## config.mk

```make
export PLATFORM = sky130hd
export DESIGN_NAME = uart_idle_timeout_frame_receiver
export DESIGN_NICKNAME = d
export VERILOG_FILES = /design/src/rtl/uitfr_pkg.sv /design/src/rtl/uitfr_regs.sv /design/src/rtl/uitfr_buffer.sv /design/src/rtl/uitfr_ctrl.sv /design/src/rtl/uart_idle_timeout_frame_receiver.sv
export VERILOG_INCLUDE_DIRS = /design/src /design/src/rtl
export SDC_FILE = /design/constraint.sdc
export NUM_CORES = 2
export LEC_CHECK = 0
export BUFFER_PORTS_ARGS = -buffer_cell sky130_fd_sc_hd__buf_2
export CAP_MARGIN = 10
export CORE_MARGIN = 2
export CORE_UTILIZATION = 45
export CTS_CLUSTER_SIZE = 8
export DETAILED_ROUTE_END_ITERATION = 10
export GPL_TIMING_DRIVEN = 0
export SLEW_MARGIN = 20
export SYNTH_ARGS = -nofsm -noshare
export SYNTH_HDL_FRONTEND = slang
export SYNTH_SLANG_ARGS = --single-unit
```

## constraint.sdc

```tcl
create_clock -name clk -period 6.3 [get_ports clk]
set_input_delay 0.315 -clock clk [delete_from_list [all_inputs] [get_ports clk]]
set_output_delay 0.315 -clock clk [all_outputs]
set_load 0.02 [all_outputs]
```

## src/rtl/uart_idle_timeout_frame_receiver_macros.svh

```systemverilog
// Assertion macros for the frame receiver.
`ifndef UART_IDLE_TIMEOUT_FRAME_RECEIVER_MACROS_SVH
`define UART_IDLE_TIMEOUT_FRAME_RECEIVER_MACROS_SVH

// Checked on every rising edge of clk, quiet while rst_n is low.
`define UITFR_ASSERT(lbl, prop, msg) \
    lbl: assert property (@(posedge clk) disable iff (!rst_n) prop) else $error(msg);

// Checked on every rising edge of clk, reset included.
`define UITFR_ASSERT_ALWAYS(lbl, prop, msg) \
    lbl: assert property (@(posedge clk) prop) else $error(msg);

`endif

```

## src/rtl/uitfr_pkg.sv

```systemverilog
package uitfr_pkg;

    // Default buffer depth in bytes
    localparam int DEF_BUF_DEPTH = 256;

    // Field widths
    localparam int CMD_W    = 2;
    localparam int BYTE_W   = 8;
    localparam int INDEX_W  = 8;
    localparam int IDLE_W   = 16;
    localparam int LIMIT_W  = 9;
    localparam int COUNT_W  = 17;
    localparam int LENGTH_W = 9;

    // Stream data widths, padded to whole bytes
    localparam int S_TDATA_W = 24;
    localparam int M_TDATA_W = 24;

    // Command codes
    localparam logic [CMD_W-1:0] CMD_BYTE = 2'd0;
    localparam logic [CMD_W-1:0] CMD_TICK = 2'd1;
    localparam logic [CMD_W-1:0] CMD_READ = 2'd2;

    // Configuration port
    localparam int APB_ADDR_W = 3;
    localparam int APB_DATA_W = 32;
    localparam logic REG_IDLE_TICKS   = 1'b0;
    localparam logic REG_BUFFER_LIMIT = 1'b1;

    localparam logic [IDLE_W-1:0]  IDLE_TICKS_RST   = 16'd0;
    localparam logic [LIMIT_W-1:0] BUFFER_LIMIT_RST = 9'd256;

    typedef struct packed {
        logic [IDLE_W-1:0]  idle_ticks;
        logic [LIMIT_W-1:0] buffer_limit;
    } cfg_t;

    // Per-item status from the frame control to the result stage
    typedef struct packed {
        logic frame_done;
        logic overflow;
        logic rd_hit;
    } step_stat_t;

endpackage

```

## src/rtl/uitfr_regs.sv

```systemverilog
module uitfr_regs (
    input  logic                              clk,
    input  logic                              rst_n,
    input  logic                              psel,
    input  logic                              penable,
    input  logic                              pwrite,
    input  logic [uitfr_pkg::APB_ADDR_W-1:0]  paddr,
    input  logic [uitfr_pkg::APB_DATA_W-1:0]  pwdata,
    output logic [uitfr_pkg::APB_DATA_W-1:0]  prdata,
    output logic                              pready,
    output uitfr_pkg::cfg_t                   cfg
);
    import uitfr_pkg::*;

    logic [IDLE_W-1:0]  idle_ticks_reg;
    logic [LIMIT_W-1:0] buffer_limit_reg;
    logic               wr_en;

    assign pready = 1'b1;
    assign wr_en  = psel & penable & pwrite & pready;

    // Register writes, one register per word
    always_ff @(posedge clk or negedge rst_n)
    begin
        if (!rst_n)
        begin
            idle_ticks_reg   <= IDLE_TICKS_RST;
            buffer_limit_reg <= BUFFER_LIMIT_RST;
        end
        else if (wr_en)
        begin
            unique case (paddr[2])
                REG_IDLE_TICKS:   idle_ticks_reg   <= pwdata[IDLE_W-1:0];
                REG_BUFFER_LIMIT: buffer_limit_reg <= pwdata[LIMIT_W-1:0];
                default:          ;
            endcase
        end
    end

    // Read back
    always_comb
    begin
        unique case (paddr[2])
            REG_IDLE_TICKS:   prdata = APB_DATA_W'(idle_ticks_reg);
            REG_BUFFER_LIMIT: prdata = APB_DATA_W'(buffer_limit_reg);
            default:          prdata = '0;
        endcase
    end

    assign cfg.idle_ticks   = idle_ticks_reg;
    assign cfg.buffer_limit = buffer_limit_reg;

endmodule

```

## src/rtl/uitfr_buffer.sv

```systemverilog
module uitfr_buffer #(
    parameter int BUF_DEPTH = uitfr_pkg::DEF_BUF_DEPTH,
    parameter int AW        = (BUF_DEPTH > 1) ? $clog2(BUF_DEPTH) : 1
) (
    input  logic                          clk,
    input  logic                          wr_en,
    input  logic [AW-1:0]                 wr_addr,
    input  logic [uitfr_pkg::BYTE_W-1:0]  wr_data,
    input  logic                          rd_en,
    input  logic [AW-1:0]                 rd_addr,
    output logic [uitfr_pkg::BYTE_W-1:0]  rd_data
);
    import uitfr_pkg::*;

    logic [BYTE_W-1:0] mem [BUF_DEPTH];
    logic [BYTE_W-1:0] rd_data_reg;

    // Write port
    always_ff @(posedge clk)
    begin
        if (wr_en)
        begin
            mem[wr_addr] <= wr_data;
        end
    end

    // Registered read port; holds until the next read
    always_ff @(posedge clk)
    begin
        if (rd_en)
        begin
            rd_data_reg <= mem[rd_addr];
        end
    end

    assign rd_data = rd_data_reg;

endmodule

```

## src/rtl/uitfr_ctrl.sv

```systemverilog
module uitfr_ctrl #(
    parameter int BUF_DEPTH = uitfr_pkg::DEF_BUF_DEPTH,
    parameter int AW        = (BUF_DEPTH > 1) ? $clog2(BUF_DEPTH) : 1,
    parameter int LEN_W     = $clog2(BUF_DEPTH + 1)
) (
    input  logic                            clk,
    input  logic                            rst_n,
    input  logic                            acc,
    input  logic [uitfr_pkg::CMD_W-1:0]     cmd,
    input  logic [uitfr_pkg::BYTE_W-1:0]    rx_byte,
    input  logic [uitfr_pkg::INDEX_W-1:0]   read_index,
    input  uitfr_pkg::cfg_t                 cfg,
    output uitfr_pkg::step_stat_t           stat,
    output logic [uitfr_pkg::LENGTH_W-1:0]  length,
    output logic                            frame_open,
    output logic                            mem_wr_en,
    output logic [AW-1:0]                   mem_wr_addr,
    output logic [uitfr_pkg::BYTE_W-1:0]    mem_wr_data,
    output logic                            mem_rd_en,
    output logic [AW-1:0]                   mem_rd_addr
);
    import uitfr_pkg::*;

    localparam int CMP_W = (LEN_W > LIMIT_W) ? LEN_W : LIMIT_W;
    localparam logic [CMP_W-1:0] DEPTH_C = CMP_W'(BUF_DEPTH);

    logic               frame_open_reg, frame_open_next;
    logic [COUNT_W-1:0] idle_count_reg, idle_count_next;
    logic [LEN_W-1:0]   length_reg, length_next;
    logic               overflow_reg, overflow_next;

    logic [CMP_W-1:0]   limit_ext, eff_limit, base_len, idx_ext;
    logic               base_ovf;

    assign limit_ext = CMP_W'(cfg.buffer_limit);
    assign eff_limit = (limit_ext > DEPTH_C) ? DEPTH_C : limit_ext;
    assign idx_ext   = CMP_W'(read_index);

    // A byte on a closed frame starts a new one
    assign base_len = frame_open_reg ? CMP_W'(length_reg) : '0;
    assign base_ovf = frame_open_reg & overflow_reg;

    // Next state of the frame for this item
    always_comb
    begin
        frame_open_next = frame_open_reg;
        idle_count_next = idle_count_reg;
        length_next     = length_reg;
        overflow_next   = overflow_reg;
        stat            = '0;
        mem_wr_en       = 1'b0;
        mem_rd_en       = 1'b0;
        case (cmd)
            CMD_BYTE:
            begin
                frame_open_next = 1'b1;
                idle_count_next = '0;
                length_next     = base_len[LEN_W-1:0];
                overflow_next   = base_ovf;
                if (base_len >= eff_limit)
                begin
                    overflow_next = 1'b1;
                end
                else if (base_len < DEPTH_C)
                begin
                    mem_wr_en   = acc;
                    length_next = base_len[LEN_W-1:0] + LEN_W'(1);
                end
            end
            CMD_TICK:
            begin
                if (frame_open_reg)
                begin
                    idle_count_next = idle_count_reg + COUNT_W'(1);
                    if (idle_count_reg >= COUNT_W'(cfg.idle_ticks))
                    begin
                        stat.frame_done = 1'b1;
                        idle_count_next = '0;
                        frame_open_next = 1'b0;
                    end
                end
            end
            CMD_READ:
            begin
                if (idx_ext < CMP_W'(length_reg) && idx_ext < DEPTH_C)
                begin
                    stat.rd_hit = 1'b1;
                    mem_rd_en   = acc;
                end
            end
            default: ;
        endcase
        stat.overflow = overflow_next;
    end

    // Frame state registers
    always_ff @(posedge clk or negedge rst_n)
    begin
        if (!rst_n)
        begin
            frame_open_reg <= 1'b0;
            idle_count_reg <= '0;
            length_reg     <= '0;
            overflow_reg   <= 1'b0;
        end
        else if (acc)
        begin
            frame_open_reg <= frame_open_next;
            idle_count_reg <= idle_count_next;
            length_reg     <= length_next;
            overflow_reg   <= overflow_next;
        end
    end

    assign mem_wr_addr = base_len[AW-1:0];
    assign mem_wr_data = rx_byte;
    assign mem_rd_addr = idx_ext[AW-1:0];
    assign length      = LENGTH_W'(CMP_W'(length_next));
    assign frame_open  = frame_open_reg;

endmodule

```

## src/rtl/uart_idle_timeout_frame_receiver.sv

```systemverilog
// Pipeline: an accepted input passes the buffer read stage, then the output register, to the result.
// Throughput: one item per cycle while m_tready does not stall the output; state is updated in the
// accept cycle and the frame buffer has one write and one registered read port.
// Reset: rst_n clears the frame state, the config registers and both pipeline
// stages; the frame buffer is not cleared and needs no clearing pass.
module uart_idle_timeout_frame_receiver #(
    parameter int BUF_DEPTH = uitfr_pkg::DEF_BUF_DEPTH
) (
    input  logic                              clk,
    input  logic                              rst_n,
    // cmd[1:0], rx_byte[9:2], read_index[17:10], zero pad
    input  logic [uitfr_pkg::S_TDATA_W-1:0]   s_tdata,
    input  logic                              s_tvalid,
    output logic                              s_tready,
    // frame_length[8:0], overflow[9], read_data[17:10], zero pad
    output logic [uitfr_pkg::M_TDATA_W-1:0]   m_tdata,
    output logic                              m_tlast,
    output logic                              m_tvalid,
    input  logic                              m_tready,
    input  logic                              psel,
    input  logic                              penable,
    input  logic                              pwrite,
    input  logic [uitfr_pkg::APB_ADDR_W-1:0]  paddr,
    input  logic [uitfr_pkg::APB_DATA_W-1:0]  pwdata,
    output logic [uitfr_pkg::APB_DATA_W-1:0]  prdata,
    output logic                              pready
);
    import uitfr_pkg::*;
    `include "uart_idle_timeout_frame_receiver_macros.svh"

    localparam int AW    = (BUF_DEPTH > 1) ? $clog2(BUF_DEPTH) : 1;
    localparam int LEN_W = $clog2(BUF_DEPTH + 1);

    cfg_t               cfg;
    step_stat_t         stat;
    logic [LENGTH_W-1:0] length;
    logic               frame_open;
    logic               mem_wr_en, mem_rd_en;
    logic [AW-1:0]      mem_wr_addr, mem_rd_addr;
    logic [BYTE_W-1:0]  mem_wr_data, mem_rd_data;

    logic               acc, out_free, s1_move;

    logic               s1_valid_reg;
    step_stat_t         s1_stat_reg;
    logic [LENGTH_W-1:0] s1_len_reg;

    logic               m_valid_reg;
    logic               m_last_reg;
    logic [LENGTH_W-1:0] m_len_reg;
    logic               m_ovf_reg;
    logic [BYTE_W-1:0]  m_data_reg;

    // Handshake
    assign out_free = !m_valid_reg || m_tready;
    assign s1_move  = s1_valid_reg && out_free;
    assign s_tready = !s1_valid_reg || out_free;
    assign acc      = s_tvalid && s_tready;

    uitfr_regs u_regs (
        .clk     (clk),
        .rst_n   (rst_n),
        .psel    (psel),
        .penable (penable),
        .pwrite  (pwrite),
        .paddr   (paddr),
        .pwdata  (pwdata),
        .prdata  (prdata),
        .pready  (pready),
        .cfg     (cfg)
    );

    uitfr_ctrl #(
        .BUF_DEPTH (BUF_DEPTH),
        .AW        (AW),
        .LEN_W     (LEN_W)
    ) u_ctrl (
        .clk         (clk),
        .rst_n       (rst_n),
        .acc         (acc),
        .cmd         (s_tdata[1:0]),
        .rx_byte     (s_tdata[9:2]),
        .read_index  (s_tdata[17:10]),
        .cfg         (cfg),
        .stat        (stat),
        .length      (length),
        .frame_open  (frame_open),
        .mem_wr_en   (mem_wr_en),
        .mem_wr_addr (mem_wr_addr),
        .mem_wr_data (mem_wr_data),
        .mem_rd_en   (mem_rd_en),
        .mem_rd_addr (mem_rd_addr)
    );

    uitfr_buffer #(
        .BUF_DEPTH (BUF_DEPTH),
        .AW        (AW)
    ) u_buffer (
        .clk     (clk),
        .wr_en   (mem_wr_en),
        .wr_addr (mem_wr_addr),
        .wr_data (mem_wr_data),
        .rd_en   (mem_rd_en),
        .rd_addr (mem_rd_addr),
        .rd_data (mem_rd_data)
    );

    // Stage 1: waits for the buffer read data
    always_ff @(posedge clk or negedge rst_n)
    begin
        if (!rst_n)
        begin
            s1_valid_reg <= 1'b0;
        end
        else if (acc)
        begin
            s1_valid_reg <= 1'b1;
        end
        else if (s1_move)
        begin
            s1_valid_reg <= 1'b0;
        end
    end

    always_ff @(posedge clk)
    begin
        if (acc)
        begin
            s1_stat_reg <= stat;
            s1_len_reg  <= length;
        end
    end

    // Output register
    always_ff @(posedge clk or negedge rst_n)
    begin
        if (!rst_n)
        begin
            m_valid_reg <= 1'b0;
        end
        else if (out_free)
        begin
            m_valid_reg <= s1_valid_reg;
        end
    end

    always_ff @(posedge clk)
    begin
        if (s1_move)
        begin
            m_last_reg <= s1_stat_reg.frame_done;
            m_len_reg  <= s1_len_reg;
            m_ovf_reg  <= s1_stat_reg.overflow;
            m_data_reg <= s1_stat_reg.rd_hit ? mem_rd_data : '0;
        end
    end

    assign m_tvalid = m_valid_reg;
    assign m_tlast  = m_last_reg;
    assign m_tdata  = {6'd0, m_data_reg, m_ovf_reg, m_len_reg};

    // Checks
    `UITFR_ASSERT(a_done_closes, acc && stat.frame_done |=> !frame_open, "frame stayed open after timeout")
    `UITFR_ASSERT(a_s1_no_overwrite, s1_valid_reg && !out_free |-> !s_tready, "stage 1 overwritten while stalled")
    `UITFR_ASSERT(a_len_in_depth, LEN_W'(length) <= LEN_W'(BUF_DEPTH) || !acc, "frame length beyond buffer depth")
    `UITFR_ASSERT_ALWAYS(a_no_wr_rd_same, mem_wr_en && mem_rd_en |-> 1'b0, "buffer write and read in one item")

endmodule
```

**Word level (Yosys, flattened, before mapping)**

Memory sizes are Yosys's and may differ from the RTL's. A register that Yosys moved wholly into a read port is not among the register bits.
Cells that the tools add are included.
W data, S select, Z words.

- Register bits after elaboration: 86
- Bits in writable memories: 2048
- Bits of input ports: 66
- Output and inout bits: 60
- Word-level logic and storage cells: 72
- Memories kept: 1

Memories:

| name | depth | width | read ports | clocked after memory_dff | write ports | RTL line | RTL |
|---|---|---|---|---|---|---|---|
| u_buffer.mem | 256 | 8 | 1 | 1 | 1 | uitfr_buffer.sv:15 | `logic [BYTE_W-1:0] mem [BUF_DEPTH];` |

- Add/subtract/negate cells: 2
- $lt $le $gt $ge: 6
- Eq/ne operators: 3
- Multiplexer cells: 25
- Bitwise operators: 4
- Reduce and logical (&&, ||, !) cells: 15

Operators by type and width:

| operator | number |
|---|---|
| $pmux W32 S2 | 1 |
| $mux W9 | 5 |
| $mux W17 | 2 |
| $pmux W17 S2 | 1 |
| $add A17 B1 Y17 const B | 1 |
| $ge A17 B16 Y1 | 1 |
| $mux W1 | 15 |
| $add A9 B1 Y9 const B | 1 |
| $ge A9 B9 Y1 | 1 |
| $gt A9 B9 Y1 const B | 1 |
| $lt A8 B9 Y1 | 1 |
| $lt A8 B9 Y1 const B | 1 |
| $lt A9 B9 Y1 const B | 1 |
| $reduce_and A2 Y1 | 4 |
| $reduce_bool A2 Y1 | 2 |
| $and A1 B1 Y1 | 3 |
| $logic_and A1 B1 Y1 | 3 |
| $reduce_and A3 Y1 | 1 |
| $eq A2 B1 Y1 const B | 1 |
| $eq A2 B2 Y1 const B | 1 |
| $logic_not A1 Y1 | 2 |
| $logic_not A2 Y1 | 1 |
| $logic_or A1 B1 Y1 | 2 |
| $ne A2 B1 Y1 const B | 1 |
| 2 further kinds | 2 |

**Longest topological paths before layout**

- Word-level depth: 9
- Depth in mapped cells: 14
- Gate-level depth less buffers: 10

**Hierarchy**

From an unflattened synthesis, not the netlist that was laid out.

- Cell total of the unflattened synthesis: 4252
- Area, all modules: 84901.4 sq um

By module, submodules not included:

| module | instances | cells an instance | area an instance (sq um) | seq. area each (sq um) |
|---|---|---|---|---|
| uitfr_buffer | 1 | 3733 | 79636.4 | 61739.2 |
| uitfr_ctrl | 1 | 374 | 2834.0 | 700.7 |
| uitfr_regs | 1 | 90 | 1290.0 | 626.9 |
| uart_idle_timeout_frame_receiver | 1 | 55 | 1141.1 | 980.9 |

**Least setup slack after synthesis**

No wires, ideal clock.

- Path kind: register -> register
- From: reg u_ctrl.frame_open_reg, in the netlist u_ctrl.frame_open
- To: mem u_buffer.mem[248][0], enable pin
- Library setup time: 0.370 ns
- Arrival time: 3.416 ns
- Required time: 5.930 ns
- Path slack: 2.514 ns
- Cell stages (with the launch flop): 15
- Path buffers: 4
- Clock period less this slack: 3.786 ns
- Cells stage by stage: dfrtp_1 -> buf_2 -> inv_1 -> clkbuf_1 -> nor2_1 -> ha_1 -> a21oi_1 -> nor2_1 -> a211oi_1 -> o31ai_1 -> a2111oi_2 -> buf_2 -> nand3_1 -> clkbuf_1 -> nor2_1

- Word-level cells in the longest chain between the ends: 7
- Elaborated cells on any way between the ends: 8
- Classes of those cells: 2 x order compare; 6 x mux

Ends and longest elaborated chain:

| element | RTL line | RTL |
|---|---|---|
| start, declared | uitfr_ctrl.sv:27 | `logic frame_open_reg, frame_open_next;` |
| start signal, assigned | uitfr_ctrl.sv:108 | `frame_open_reg <= frame_open_next;` |
| $mux W9 (*) | uitfr_ctrl.sv:40 | `assign base_len = frame_open_reg ? CMP_W'(length_reg) : '0;` |
| $lt A9 B9 Y1 | uitfr_ctrl.sv:64 | `else if (base_len < DEPTH_C)` |
| $mux W1 | uitfr_ctrl.sv:64 |  |
| $mux W1 | uitfr_ctrl.sv:60 | `if (base_len >= eff_limit)` |
| $mux W1 | uitfr_ctrl.sv:53 | `case (cmd)` |
| $mux W1 | uitfr_buffer.sv:21 | `if (wr_en)` |
| $mux W1 (not written as such) | uitfr_buffer.sv:23 | `mem[wr_addr] <= wr_data;` |
| end, declared | uitfr_buffer.sv:15 |  |

Every way passes the cells marked *; elsewhere a longest branch is shown, timed or not.

**Final worst setup path**

- From: reg u_ctrl.frame_open_reg, in the netlist u_ctrl.frame_open
- To: mem u_buffer.mem[226][2], enable pin

The elaborated chain is that of the path after synthesis.

==> impl_metrics.env <==
export IMPL_rsz0062_at_grt="false"
export IMPL_via_count=43400
export IMPL_clk_latency_ns=0.90
export IMPL_drc=0
export IMPL_synth_fa_ha_area_frac=0.00549
export IMPL_clock_fmax_mhz=174
export IMPL_grt_pass1_wl_mm=338
export IMPL_crit_buf_inv=5
export IMPL_cp_arrival_ns=6.24
export IMPL_gp_congestion=0.959
export IMPL_clock_power_share=0.451
export IMPL_worstSetupStartpointType="register"
export IMPL_cp_slowest_cell="nor2_1"
export IMPL_async_flop_share=0.0257
export IMPL_antenna_left=0
export IMPL_synth_cell_types=59
export IMPL_vdd_ir_drop_max_uv=309
export IMPL_synth_xor_area_frac=0.00125
export IMPL_synth_flop_cell="edfxtp_1"
export IMPL_yosysWarnings=0
export IMPL_cts_path_max_buffers=4
export IMPL_grtUsageTotal=0.255
export IMPL_routedWlPerCell_um=34.6
export IMPL_path_cells="buf_2 > inv_1 > clkbuf_1 > nor2_1 > ha_1 > a21oi_1 > nor2_1 > a211oi_1 > o31ai_1 > a2111oi_2 > buf_2 > nand3_1 > clkbuf_1 > nor2_1"
export IMPL_ios=126
export IMPL_via_per_inst=6.17
export IMPL_cp_required_ns=6.79
export IMPL_synth_mux_area_frac=0.161
export IMPL_drt_first_iter_violations=5910
export IMPL_power_density_mw_per_mm2=337
export IMPL_comb_power_share=0.065
export IMPL_netSwitchingFraction=0.219
export IMPL_fin_area_mm2=0.0971
export IMPL_cts_post_setup_buffers_inserted=0
export IMPL_grt_overflow_total=0
export IMPL_yosys_top_cells_area="edfxtp_1 (74%), mux4_2 (14%), dfrtp_1 (1.6%), nor2_1 (1.4%), mux2i_1 (1.3%)"
export IMPL_synth_edf_count=2087
export IMPL_syn_to_final_growth_pct=15.2
export IMPL_start_util=0.454
export IMPL_avgSynthCellArea_um2=20.9
export IMPL_final_setup_viol_count=0
export IMPL_cts_buffers=318
export IMPL_fin_tns_setup_ns=0
export IMPL_yosys_area_top_type="edfxtp_1"
export IMPL_port_buffers=76
export IMPL_status="finished clean"
export IMPL_synth_top_family_by_area="multiplexers"
export IMPL_slew_headroom=0.170
export IMPL_cts_root_buffer="clkbuf_16"
export IMPL_synth_top_cell_area_share=0.744
export IMPL_maxCapViolCount=0
export IMPL_die_area_mm2=0.191
export IMPL_placed_area_mm2=0.0884
export IMPL_cp_top_family="simple AND/OR/NAND/NOR gates"
export IMPL_yosys_area_share_simple=0.0323
export IMPL_grt_pass1_vias=43600
export IMPL_worstMarginPinSlew_ns=1.24
export IMPL_cts_clk_slew_worst_paths_ns=0.05
export IMPL_ys_seq_area_frac=0.760
export IMPL_antenna_found_initial=18
export IMPL_skew_ns=0.0466
export IMPL_wl_mm=243
export IMPL_syn_area_mm2=0.0843
export IMPL_cts_tree="done"
export IMPL_layout_drive_gt1_share=0.256
export IMPL_critPathCaptureType="register"
export IMPL_synth_compound_area_frac=0.0225
export IMPL_synth_most_common_cell="edfxtp_1"
export IMPL_die_w_um=437
export IMPL_worstSetupPathType="reg -> reg"
export IMPL_core_area_mm2=0.186
export IMPL_intPower_mw=25.5
export IMPL_cp_max_fo=10
export IMPL_hp_class="in -> async"
export IMPL_first_pass_iters=9
export IMPL_grt_max_degree=139
export IMPL_drv_slew=0
export IMPL_die_h_um=437
export IMPL_power_frac_seq=0.484
export IMPL_period_needed_ns=5.74
export IMPL_crit_top_cell="nor2_1"
export IMPL_ys_top_cells_by_count="edfxtp_1 (2087), mux4_2 (540), nor2_1 (311)"
export IMPL_p_sw_mw=7.16
export IMPL_row_count=158
export IMPL_synthCells=4039
export IMPL_p_leak_nw=31.0
export IMPL_clock_sinks=2142
export IMPL_largest_reg_flops=2048
export IMPL_nFillCells=14600
export IMPL_final_nets=4606
export IMPL_cpPeakStageDelay_ns=1.01
export IMPL_finalHoldViolations=0
export IMPL_period_share=0.912
export IMPL_htree_levels=5
export IMPL_ys_seq_elements=2142
export IMPL_dpl_hpwl_mm=161
==> worst register-to-register path: cells and delay by family (launching register included) <==
family,cells,cell delay [ns]
compound gates,4,1.15
buf+inv,5,1.60
flops,1,0.36
fa+ha+maj,1,0.31
simple gates,4,1.88
==> cells by family after synthesis <==
group,Yosys count
AOI/OAI and AO/OA,275
buffers and inverters,274
DFF,2142
xor gates and xnor gates,12
adders and majority gates,37
other,2
muxes,675
and+or+nand+nor,622
==> cell type report <==
| type | instances | area [µm²] | share of cell area |
|---|---|---|---|
| diodes | 12 | 30.0 | 0.000309 |
| inverters | 31 | 116 | 0.00120 |
| clock buffers | 347 | 8190 | 0.0844 |
| well taps | 2480 | 3100 | 0.0320 |
| multi-input cells | 1644 | 18900 | 0.195 |
| flip-flops and latches | 2142 | 64000 | 0.660 |
| repair buffers | 123 | 1200 | 0.0123 |
| plain buffers | 243 | 1390 | 0.0143 |
| clock inverters | 10 | 108 | 0.00111 |
==> routing by layer <==
layer	up-vias	global-route usage	wire (µm)
li1	17500	-	-
met1	23100	0.339	94400
met2	2240	0.397	115000
met3	558	0.0679	22700
met4	12	0.111	11300
met5	-	0	89
==> stage by stage <==
| step | util | hold WS (ns) | total power, mW | std cells | worst slack [ns] |
|---|---|---|---|---|---|
| 3_5_place_dp | 0.476 | 0.406 | 18.2 | 6631 | 0.153 |
| 2_1_floorplan | - | 0.0194 | 17.2 | 4060 | 2.51 |
| 6_report | 0.522 | 0.0329 | 32.7 | 7032 | 0.557 |
| 4_1_cts | 0.522 | 0.00179 | 32.8 | 7019 | 0.698 |
| 3_3_place_gp | 0.473 | 0.408 | 18.2 | 6616 | 0.156 |
| 5_1_grt | 0.522 | 0.0686 | 33.5 | 7024 | 0.337 |
==> cells in the final DEF, fill, tap and decap left out, types with 29 or more instances in the layout <==
master and count:
a21oi_1 48, a22oi_1 76, buf_2 117, buf_4 56, clkbuf_1 111, clkbuf_16 324
dfrtp_1 54, dlygate4sd3_1 31, edfxtp_1 2087, ha_1 37, inv_1 29, mux2i_1 108
mux4_2 540, nand2_1 138, nand3_1 39, nor2_1 289
==> what timing repair did <==
item                       CTS  global route
setup endpoints to repair    0             0
hold endpoints to repair   450             0
hold buffers                31             0
gates resized for setup      0             0
==> path summary, 6_finish.rpt <==
| check | to | slack [ns] | depth (start not counted) | startpoint |
|---|---|---|---|---|
| hold / removal | u_regs.idle_ticks_reg[6] | 0.03 | 2 | rst_n |
| hold reg to reg | m_len_reg[8] | 0.41 | 0 | s1_len_reg[8] |
| min in group clk | u_regs.idle_ticks_reg[15] | 0.09 | 3 | pwrite |
| max in group asynchronous | u_ctrl.idle_count_reg[5] | 5.77 | 2 | rst_n |
| setup / recovery | u_buffer.mem[226][2] | 0.56 | 14 | u_ctrl.frame_open |
| setup reg to reg | u_buffer.mem[226][2] | 0.56 | 14 | u_ctrl.frame_open |
==> power groups by stage <==
| stage | clock network [mW] | logic [mW] | registers [mW] |
|---|---|---|---|
| finish | 14.8 | 2.12 | 15.8 |
| global route | 15.5 | 2.21 | 15.8 |
| CTS | 14.9 | 2.10 | 15.8 |
| detailed placement | 0 | 2.08 | 16.1 |
| global placement | 0 | 2.01 | 16.1 |
| floorplan | 0 | 1.11 | 16.1 |
Note: power is estimated with default switching activity, not from simulation.
